$ cat src/sv/mbpb_pkg.sv
package mbpb_pkg;

   // Field widths of the pixel stream.
   localparam int unsigned COORD_W = 8;
   localparam int unsigned BYTE_W  = 8;
   localparam int unsigned PIX_PER_BYTE = 8;
   localparam int unsigned PIX_IDX_W = 3;
   localparam int unsigned BYTE_COL_W = 5;

   // Configuration port geometry.
   localparam int unsigned CSR_ADDR_W = 5;
   localparam int unsigned CSR_DATA_W = 32;

   // Register reset values.
   localparam logic [COORD_W-1:0] ORIGIN_X_RESET = 8'd0;
   localparam logic [COORD_W-1:0] ORIGIN_Y_RESET = 8'd0;
   localparam logic [COORD_W-1:0] WIDTH_RESET    = 8'd8;
   localparam logic [COORD_W-1:0] HEIGHT_RESET   = 8'd8;
   localparam logic               USE_MASK_RESET = 1'b0;

   // Register index, taken from the word address.
   typedef enum logic [2:0] {
      REG_ORIGIN_X,
      REG_ORIGIN_Y,
      REG_WIDTH,
      REG_HEIGHT,
      REG_USE_MASK
   } csr_index_type;

endpackage

$ cat src/sv/mbpb_if.sv
// Input channel: one beat carries an image byte and its mask byte.
interface mbpb_req_if;
   logic                           valid;
   logic                           ready;
   logic [mbpb_pkg::BYTE_W-1:0]    image_byte;
   logic [mbpb_pkg::BYTE_W-1:0]    mask_byte;

   modport source (output valid, output image_byte, output mask_byte, input ready);
   modport sink   (input valid, input image_byte, input mask_byte, output ready);
endinterface

// Result channel: one beat carries one pixel write.
interface mbpb_rsp_if;
   logic                           valid;
   logic                           ready;
   logic [mbpb_pkg::COORD_W-1:0]   pixel_x;
   logic [mbpb_pkg::COORD_W-1:0]   pixel_y;
   logic                           pixel_on;
   logic                           last_of_byte;

   modport source (output valid, output pixel_x, output pixel_y, output pixel_on,
                   output last_of_byte, input ready);
   modport sink   (input valid, input pixel_x, input pixel_y, input pixel_on,
                   input last_of_byte, output ready);
endinterface

$ cat src/sv/masked_bitmap_pixel_blitter_top.sv
// Channel   Direction  Protocol       Payload
// req_bus   in         valid/ready    image_byte, mask_byte
// rsp_bus   out        valid/ready    pixel_x, pixel_y, pixel_on, last_of_byte
// csr       in         APB write/read origin_x, origin_y, bitmap_width, bitmap_height, use_mask
//
// A byte enters the work register, then gives one pixel write per cycle while the result
// side is not stalled; the single pixel output register sets that rate. The next byte is
// taken in the cycle the last pixel of the current one moves to the output register. Reset
// is synchronous and clears the counters, the configuration registers and all valid state.
// A stalled result holds the work register, and the input once that register holds pixels.
module masked_bitmap_pixel_blitter_top (
   input  logic                              clock,
   input  logic                              reset,
   mbpb_req_if.sink                          req_bus,
   mbpb_rsp_if.source                        rsp_bus,
   input  logic                              psel,
   input  logic                              penable,
   input  logic                              pwrite,
   input  logic [mbpb_pkg::CSR_ADDR_W-1:0]   paddr,
   input  logic [mbpb_pkg::CSR_DATA_W-1:0]   pwdata,
   output logic [mbpb_pkg::CSR_DATA_W-1:0]   prdata,
   output logic                              pready
);
   import mbpb_pkg::*;

   // Configuration registers.
   logic [COORD_W-1:0] origin_x_ff, origin_y_ff, width_ff, height_ff;
   logic               use_mask_ff;
   csr_index_type      csr_index;
   logic               csr_write;

   // Position counters.
   logic [COORD_W-1:0]    row_ff, row_in;
   logic [BYTE_COL_W-1:0] bcol_ff, bcol_in;

   // Work register: pixels of the current byte still to be written.
   logic [PIX_PER_BYTE-1:0] pend_ff, pend_in;
   logic [BYTE_W-1:0]       img_ff, img_in;
   logic [COORD_W-1:0]      xbase_ff, xbase_in;
   logic [COORD_W-1:0]      ypos_ff, ypos_in;

   // Output register.
   logic               rsp_valid_ff, rsp_valid_in;
   logic [COORD_W-1:0] rsp_x_ff, rsp_x_in, rsp_y_ff, rsp_y_in;
   logic               rsp_on_ff, rsp_on_in, rsp_last_ff, rsp_last_in;

   logic                    req_fire, out_free, emit;
   logic [PIX_IDX_W-1:0]    pick;
   logic [PIX_PER_BYTE-1:0] pend_left;
   logic [COORD_W:0]        eff_w, eff_h, col;
   logic [BYTE_COL_W:0]     bpr;
   logic [COORD_W-1:0]      base_col;
   logic [PIX_PER_BYTE-1:0] draw_mask;

   // Configuration port.
   assign pready    = 1'b1;
   assign csr_index = csr_index_type'(paddr[CSR_ADDR_W-1:2]);
   assign csr_write = psel && penable && pwrite;

   always_ff @(posedge clock) begin
      if (reset) begin
         origin_x_ff <= ORIGIN_X_RESET;
         origin_y_ff <= ORIGIN_Y_RESET;
         width_ff    <= WIDTH_RESET;
         height_ff   <= HEIGHT_RESET;
         use_mask_ff <= USE_MASK_RESET;
      end else if (csr_write) begin
         case (csr_index)
            REG_ORIGIN_X: origin_x_ff <= pwdata[COORD_W-1:0];
            REG_ORIGIN_Y: origin_y_ff <= pwdata[COORD_W-1:0];
            REG_WIDTH:    width_ff    <= pwdata[COORD_W-1:0];
            REG_HEIGHT:   height_ff   <= pwdata[COORD_W-1:0];
            REG_USE_MASK: use_mask_ff <= pwdata[0];
            default: ;
         endcase
      end
   end

   // Register read back.
   always_comb begin
      case (csr_index)
         REG_ORIGIN_X: prdata = {{(CSR_DATA_W-COORD_W){1'b0}}, origin_x_ff};
         REG_ORIGIN_Y: prdata = {{(CSR_DATA_W-COORD_W){1'b0}}, origin_y_ff};
         REG_WIDTH:    prdata = {{(CSR_DATA_W-COORD_W){1'b0}}, width_ff};
         REG_HEIGHT:   prdata = {{(CSR_DATA_W-COORD_W){1'b0}}, height_ff};
         REG_USE_MASK: prdata = {{(CSR_DATA_W-1){1'b0}}, use_mask_ff};
         default:      prdata = '0;
      endcase
   end

   // Pick the leftmost pending pixel and see whether it is the byte's last one.
   always_comb begin
      pick = '0;
      for (int i = PIX_PER_BYTE - 1; i >= 0; i--) begin
         if (pend_ff[i]) begin
            pick = PIX_IDX_W'(i);
         end
      end
      pend_left       = pend_ff;
      pend_left[pick] = 1'b0;
   end

   assign out_free      = !rsp_valid_ff || rsp_bus.ready;
   assign emit          = (pend_ff != '0) && out_free;
   assign req_bus.ready = (pend_ff == '0) || (emit && (pend_left == '0));
   assign req_fire      = req_bus.valid && req_bus.ready;

   // Geometry of the incoming byte; a zero size means 256.
   always_comb begin
      eff_w    = (width_ff == '0) ? 9'd256 : {1'b0, width_ff};
      eff_h    = (height_ff == '0) ? 9'd256 : {1'b0, height_ff};
      bpr      = 6'((eff_w + 9'd7) >> 3);
      base_col = {bcol_ff, 3'b000};
      for (int i = 0; i < PIX_PER_BYTE; i++) begin
         col          = {1'b0, base_col} + 9'(i);
         draw_mask[i] = (col < eff_w) &&
                        (!use_mask_ff || req_bus.mask_byte[PIX_PER_BYTE-1-i]);
      end
   end

   // Counter advance, byte by byte and row by row.
   always_comb begin
      row_in  = row_ff;
      bcol_in = bcol_ff;
      if (req_fire) begin
         if ({1'b0, bcol_ff} + 6'd1 >= bpr) begin
            bcol_in = '0;
            if ({1'b0, row_ff} + 9'd1 >= eff_h) begin
               row_in = '0;
            end else begin
               row_in = row_ff + 8'd1;
            end
         end else begin
            bcol_in = bcol_ff + 5'd1;
         end
      end
   end

   // Work register: load a new byte or retire the pixel just sent.
   always_comb begin
      pend_in  = pend_ff;
      img_in   = img_ff;
      xbase_in = xbase_ff;
      ypos_in  = ypos_ff;
      if (emit) begin
         pend_in = pend_left;
      end
      if (req_fire) begin
         pend_in  = draw_mask;
         img_in   = req_bus.image_byte;
         xbase_in = origin_x_ff + base_col;
         ypos_in  = origin_y_ff + row_ff;
      end
   end

   // Output register.
   always_comb begin
      rsp_valid_in = rsp_valid_ff && !rsp_bus.ready;
      rsp_x_in     = rsp_x_ff;
      rsp_y_in     = rsp_y_ff;
      rsp_on_in    = rsp_on_ff;
      rsp_last_in  = rsp_last_ff;
      if (emit) begin
         rsp_valid_in = 1'b1;
         rsp_x_in     = xbase_ff + COORD_W'(pick);
         rsp_y_in     = ypos_ff;
         rsp_on_in    = img_ff[PIX_IDX_W'(PIX_PER_BYTE - 1) - pick];
         rsp_last_in  = (pend_left == '0);
      end
   end

   always_ff @(posedge clock) begin
      if (reset) begin
         row_ff       <= '0;
         bcol_ff      <= '0;
         pend_ff      <= '0;
         rsp_valid_ff <= 1'b0;
      end else begin
         row_ff       <= row_in;
         bcol_ff      <= bcol_in;
         pend_ff      <= pend_in;
         rsp_valid_ff <= rsp_valid_in;
      end
   end

   always_ff @(posedge clock) begin
      img_ff      <= img_in;
      xbase_ff    <= xbase_in;
      ypos_ff     <= ypos_in;
      rsp_x_ff    <= rsp_x_in;
      rsp_y_ff    <= rsp_y_in;
      rsp_on_ff   <= rsp_on_in;
      rsp_last_ff <= rsp_last_in;
   end

   assign rsp_bus.valid        = rsp_valid_ff;
   assign rsp_bus.pixel_x      = rsp_x_ff;
   assign rsp_bus.pixel_y      = rsp_y_ff;
   assign rsp_bus.pixel_on     = rsp_on_ff;
   assign rsp_bus.last_of_byte = rsp_last_ff;

endmodule

$ cat src/flat_wrapper.sv
// flat-port wrapper written by rule: the top's interface ports become plain ports
module masked_bitmap_pixel_blitter_top_flat import mbpb_pkg::*;
  (clock, reset, psel, penable, pwrite, paddr, pwdata, prdata, pready, req_bus_valid, req_bus_image_byte, req_bus_mask_byte, req_bus_ready, rsp_bus_valid, rsp_bus_pixel_x, rsp_bus_pixel_y, rsp_bus_pixel_on, rsp_bus_last_of_byte, rsp_bus_ready);
  mbpb_req_if req_bus_i ();
  mbpb_rsp_if rsp_bus_i ();
  input  logic clock;
  input  logic reset;
  input  logic psel;
  input  logic penable;
  input  logic pwrite;
  input  logic [mbpb_pkg::CSR_ADDR_W-1:0] paddr;
  input  logic [mbpb_pkg::CSR_DATA_W-1:0] pwdata;
  output logic [mbpb_pkg::CSR_DATA_W-1:0] prdata;
  output logic pready;
  input wire logic [$bits(req_bus_i.valid)-1:0] req_bus_valid;
  input wire logic [$bits(req_bus_i.image_byte)-1:0] req_bus_image_byte;
  input wire logic [$bits(req_bus_i.mask_byte)-1:0] req_bus_mask_byte;
  output wire logic [$bits(req_bus_i.ready)-1:0] req_bus_ready;
  output wire logic [$bits(rsp_bus_i.valid)-1:0] rsp_bus_valid;
  output wire logic [$bits(rsp_bus_i.pixel_x)-1:0] rsp_bus_pixel_x;
  output wire logic [$bits(rsp_bus_i.pixel_y)-1:0] rsp_bus_pixel_y;
  output wire logic [$bits(rsp_bus_i.pixel_on)-1:0] rsp_bus_pixel_on;
  output wire logic [$bits(rsp_bus_i.last_of_byte)-1:0] rsp_bus_last_of_byte;
  input wire logic [$bits(rsp_bus_i.ready)-1:0] rsp_bus_ready;
  assign req_bus_i.valid = req_bus_valid;
  assign req_bus_i.image_byte = req_bus_image_byte;
  assign req_bus_i.mask_byte = req_bus_mask_byte;
  assign req_bus_ready = req_bus_i.ready;
  assign rsp_bus_valid = rsp_bus_i.valid;
  assign rsp_bus_pixel_x = rsp_bus_i.pixel_x;
  assign rsp_bus_pixel_y = rsp_bus_i.pixel_y;
  assign rsp_bus_pixel_on = rsp_bus_i.pixel_on;
  assign rsp_bus_last_of_byte = rsp_bus_i.last_of_byte;
  assign rsp_bus_i.ready = rsp_bus_ready;
  masked_bitmap_pixel_blitter_top u_core (.clock(clock), .reset(reset), .req_bus(req_bus_i), .rsp_bus(rsp_bus_i), .psel(psel), .penable(penable), .pwrite(pwrite), .paddr(paddr), .pwdata(pwdata), .prdata(prdata), .pready(pready));
endmodule
$ cat config.mk
export PLATFORM = sky130hd
export DESIGN_NAME = masked_bitmap_pixel_blitter_top_flat
export DESIGN_NICKNAME = d
export VERILOG_FILES = /design/src/sv/mbpb_pkg.sv /design/src/sv/mbpb_if.sv /design/src/sv/masked_bitmap_pixel_blitter_top.sv /design/src/flat_wrapper.sv
export SDC_FILE = /design/constraint.sdc
export NUM_CORES = 1
export LEC_CHECK = 0
export ABC_CLOCK_PERIOD_IN_PS = 2670
export BUFFER_PORTS_ARGS = -buffer_cell sky130_fd_sc_hd__buf_2
export CORE_ASPECT_RATIO = 1.4
export CORE_MARGIN = 2
export CORE_UTILIZATION = 34
export DETAILED_ROUTE_END_ITERATION = 8
export MAX_ROUTING_LAYER = met4
export PLACE_DENSITY = 0.56
export REMOVE_ABC_BUFFERS = 1
export SLEW_MARGIN = 20
export SYNTH_ARGS = -nofsm -noshare
export SYNTH_HDL_FRONTEND = slang
export SYNTH_SLANG_ARGS = --single-unit
$ cat constraint.sdc
create_clock -name clock -period 2.67 [get_ports clock]
set_input_delay 0.4005 -clock clock [delete_from_list [all_inputs] [get_ports clock]]
set_output_delay 0.4005 -clock clock [all_outputs]
set_load 0.05 [all_outputs]
==> results.json <==
{
  "num_rows": 55,
  "crit_type": "flop to flop",
  "clk_latency_ns": 0.35,
  "final_layout_size_suffix_gt1_share_pct": 20.96,
  "rsz0062_at_grt": "false",
  "ioPinCount": 113,
  "fp.dieH_um": 155.0,
  "placeableCoreArea_um2": 16030,
  "placed_cells": 826,
  "syn_area_um2": 5538,
  "die_width_um": 111.9,
  "firstDrtPassIters": 4,
  "finalNonFillerCells": 843,
  "crit_buf_inv": 0,
  "finalSetupViolations": 0,
  "grt_pass1_wl_um": 20460,
  "wl_per_cell_um": 15.05,
  "postRouteAntennaNets": 0,
  "crit_path_end_kind": "flop",
  "ys_seq_area_share_pct": 42.66,
  "critPathArrivalTime_ns": 2.85,
  "relSlewSlack_pct": 64.22,
  "initial_core_util_pct": 34.54,
  "root_buffer": "clkbuf_16",
  "synth_edf_count": 42,
  "avgSynthCellArea_um2": 9.836,
  "critPathTopFamily": "simple AND/OR/NAND/NOR gates",
  "clkTransAtPathRegs_ns": 0.07,
  "antenna_found_initial": 0,
  "cts_buffers": 9,
  "skew_ns": 0.006102,
  "cp-start-kind": "flop",
  "multi_input_area_um2": 2883,
  "hp-class": "input port to flop",
  "synth.distinct_cells": 59,
  "outcome": "completed",
  "grt_pass1_vias": 4204,
  "drt_iter0_markers": 207,
  "hpwl_um": 9978,
  "synth_top_area_share_pct": 22.77,
  "cp_cell_sequence": "or3_4 -> nand4_1 -> nor2_1 -> a21oi_1 -> ha_1 -> a21oi_1 -> nand2_1 -> a41o_2 -> and4_2 -> or2_2 -> nor2_1",
  "swShare_pct": 39.36,
  "fmax_mhz": 388.5,
  "critPathMaxFanout": 6,
  "post-route-period-util_pct": 96.41,
  "post-route-min-period_ns": 2.574,
  "yosysWarnings": 0,
  "n_antenna_cell": 0,
  "fin_nets": 739,
  "final_util_pct": 40.27,
  "cts_buffer_depth": 2,
  "place_area_um2": 6112,
  "yosys.area.top_type": "edfxtp_1",
  "peakVddDrop_mv": 0.6819,
  "io_buffers": 61,
  "max_stage_delay_ns": 0.42,
  "grt_start_max_net_pins": 34,
  "track_usage_pct": 15.35,
  "p_int_w": 0.003766,
  "drc": 0,
  "ys_ff_latch": 97,
  "final_area_um2": 6456,
  "synth-main-ff-cell": "dfxtp_1",
  "worstMarginPinSlew_ns": 0.5353,
  "dr_total_vias": 4234,
  "hold_viol_final": 0,
  "vias_per_cell": 5.023,
  "fillers": 1592,
  "synth_most_common_cell": "dfxtp_1",
  "maxCapViolCount": 0,
  "seqPwrFrac_pct": 37.4,
  "fp.dieArea_um2": 17340,
  "area_growth_pct": 16.58,
  "cellLeakagePower_nw": 2.750,
  "htree_levels": 3,
  "seq_area_um2": 2367,
  "tns_ns": 0,
  "grt_remaining_overflow": 0,
  "power_density_nw_per_um2": 961.8,
  "worstPathRequired_ns": 2.95,
  "cts.sinks": 97,
  "reg2reg_slack_ns": 0.1,
  "routed_wl_um": 12690,
  "gp_congestion": 0.8353,
  "clock_power_share_pct": 21.6,
  "cp_slowest_cell": "or3_4",
  "tritoncts": "done",
  "synth.top_cells.by_count": "dfxtp_1 (55), nor2_1 (50), nand2_1 (44)",
  "synthCells": 563,
  "synth_area_leaders": "edfxtp_1 (23%), dfxtp_1 (20%), ha_1 (8.4%)",
  "final_max_slew_viol_count": 0,
  "netSwitchingPower_w": 0.002444,
  "p_comb_share_pct": 41.1,
  "async_reset_ff_share_pct": 0
}
-- routing by layer --
metal	GRT usage (%)	vias to the layer above	wire length, um
met2	26.18	96	6502
met4	6.643	0	317
li1	-	2104	-
met3	2.493	20	435
met5	-	-	0
met1	17.88	2014	5435
-- sequential cells by signal, indices dropped and copies added, names as in the netlist --
name                         cells
u_core.bcol_ff                   5
u_core.height_ff                 8
u_core.img_ff                    8
u_core.origin_x_ff               8
u_core.origin_y_ff               8
u_core.pend_ff                   8
u_core.row_ff                    8
u_core.rsp_bus.last_of_byte      1
u_core.rsp_bus.pixel_on          1
u_core.rsp_bus.pixel_x           8
u_core.rsp_bus.pixel_y           8
u_core.rsp_bus.valid             1
u_core.use_mask_ff               1
u_core.width_ff                  8
u_core.xbase_ff                  8
u_core.ypos_ff                   8
-- placed cells by master, fill, tap and decap left out, types with 8 or more instances in the layout --
master	count
o21ai_0	18
dfxtp_1	51
o211ai_1	12
nand2_1	44
edfxtp_1	42
ha_1	37
inv_1	35
xnor2_1	22
a21oi_1	27
clkbuf_16	9
nor2_1	48
or2_2	8
buf_2	60
mux2i_1	29
conb_1	25
buf_4	23
nor2b_1	21
nand3_1	24
-- worst register-to-register path, stage by stage (launching register included) --
cell and delay, ns:
dfxtp_1 0.31, or3_4 0.42, nand4_1 0.14, nor2_1 0.07, a21oi_1 0.14, ha_1 0.28, a21oi_1 0.13, nand2_1 0.06
a41o_2 0.27, and4_2 0.27, or2_2 0.29, nor2_1 0.13
-- power groups by stage --
stage               sequential, W  combinational, W  clock, W
CTS                       0.00232           0.00256   0.00138
global route              0.00238           0.00278   0.00144
finish                    0.00232           0.00255   0.00134
detailed placement        0.00235           0.00253         0
floorplan                 0.00287           0.00125         0
global placement          0.00234           0.00249         0
-- final cells by class --
cell class / instances / area share, %
Sequential cell: 97 / 36.67
Tap cell: 199 / 3.857
Timing Repair Buffer: 85 / 7.946
Clock buffer: 10 / 3.702
Inverter: 35 / 2.035
Multi-Input combinational cell: 411 / 44.65
Clock inverter: 6 / 1.143
-- kinds of logic (layout without fill, tap and decap cells) --
logic type	Yosys count	in the layout	share of synthesized area [%]
xor gates and xnor gates	27	27	4.270
DFF	97	97	42.66
and+or+nand+nor	182	182	16.20
muxes	38	38	8.495
buffers and inverters	78	136	7.140
adders and majority gates	41	41	9.625
other	2	25	0.1356
AOI/OAI and AO/OA	98	98	11.48
-- stage by stage --
step,hold slack [ns],setup slack (ns),power [W]
4_1_cts,0.2134,0.05090,0.006264
2_1_floorplan,0.4003,0.1169,0.004118
5_1_grt,0.2084,0.003268,0.006597
3_5_place_dp,0.4045,0.01869,0.004888
3_3_place_gp,0.4043,0.06190,0.004825
6_report,0.2253,0.09573,0.006210
-- what timing repair did --
| item | 4_1_cts | 5_1_grt |
|---|---|---|
| hold buffers | 0 | 0 |
| endpoints found under the setup margin | 2 | 12 |
| setup buffers | 0 | 1 |
| resized for setup | 2 | 9 |
| pin swaps | 0 | 3 |
| gates cloned | 0 | 0 |
-- final timing paths --
| check | from | to | cells after the start |
|---|---|---|---|
| max | u_core.width_ff[1]$_SDFFE_PP0P_ | u_core.bcol_ff[0]$_SDFFE_PP0P_ | 11 |
| max reg2reg | u_core.width_ff[1]$_SDFFE_PP0P_ | u_core.bcol_ff[0]$_SDFFE_PP0P_ | 11 |
| min | req_bus_image_byte[3] | u_core.img_ff[3]$_DFFE_PP_ | 1 |
| min reg2reg | u_core.ypos_ff[7]$_DFFE_PP_ | u_core.rsp_bus.pixel_y[7]$_DFFE_PP_ | 0 |
Note: power is estimated with default switching activity, not from simulation.
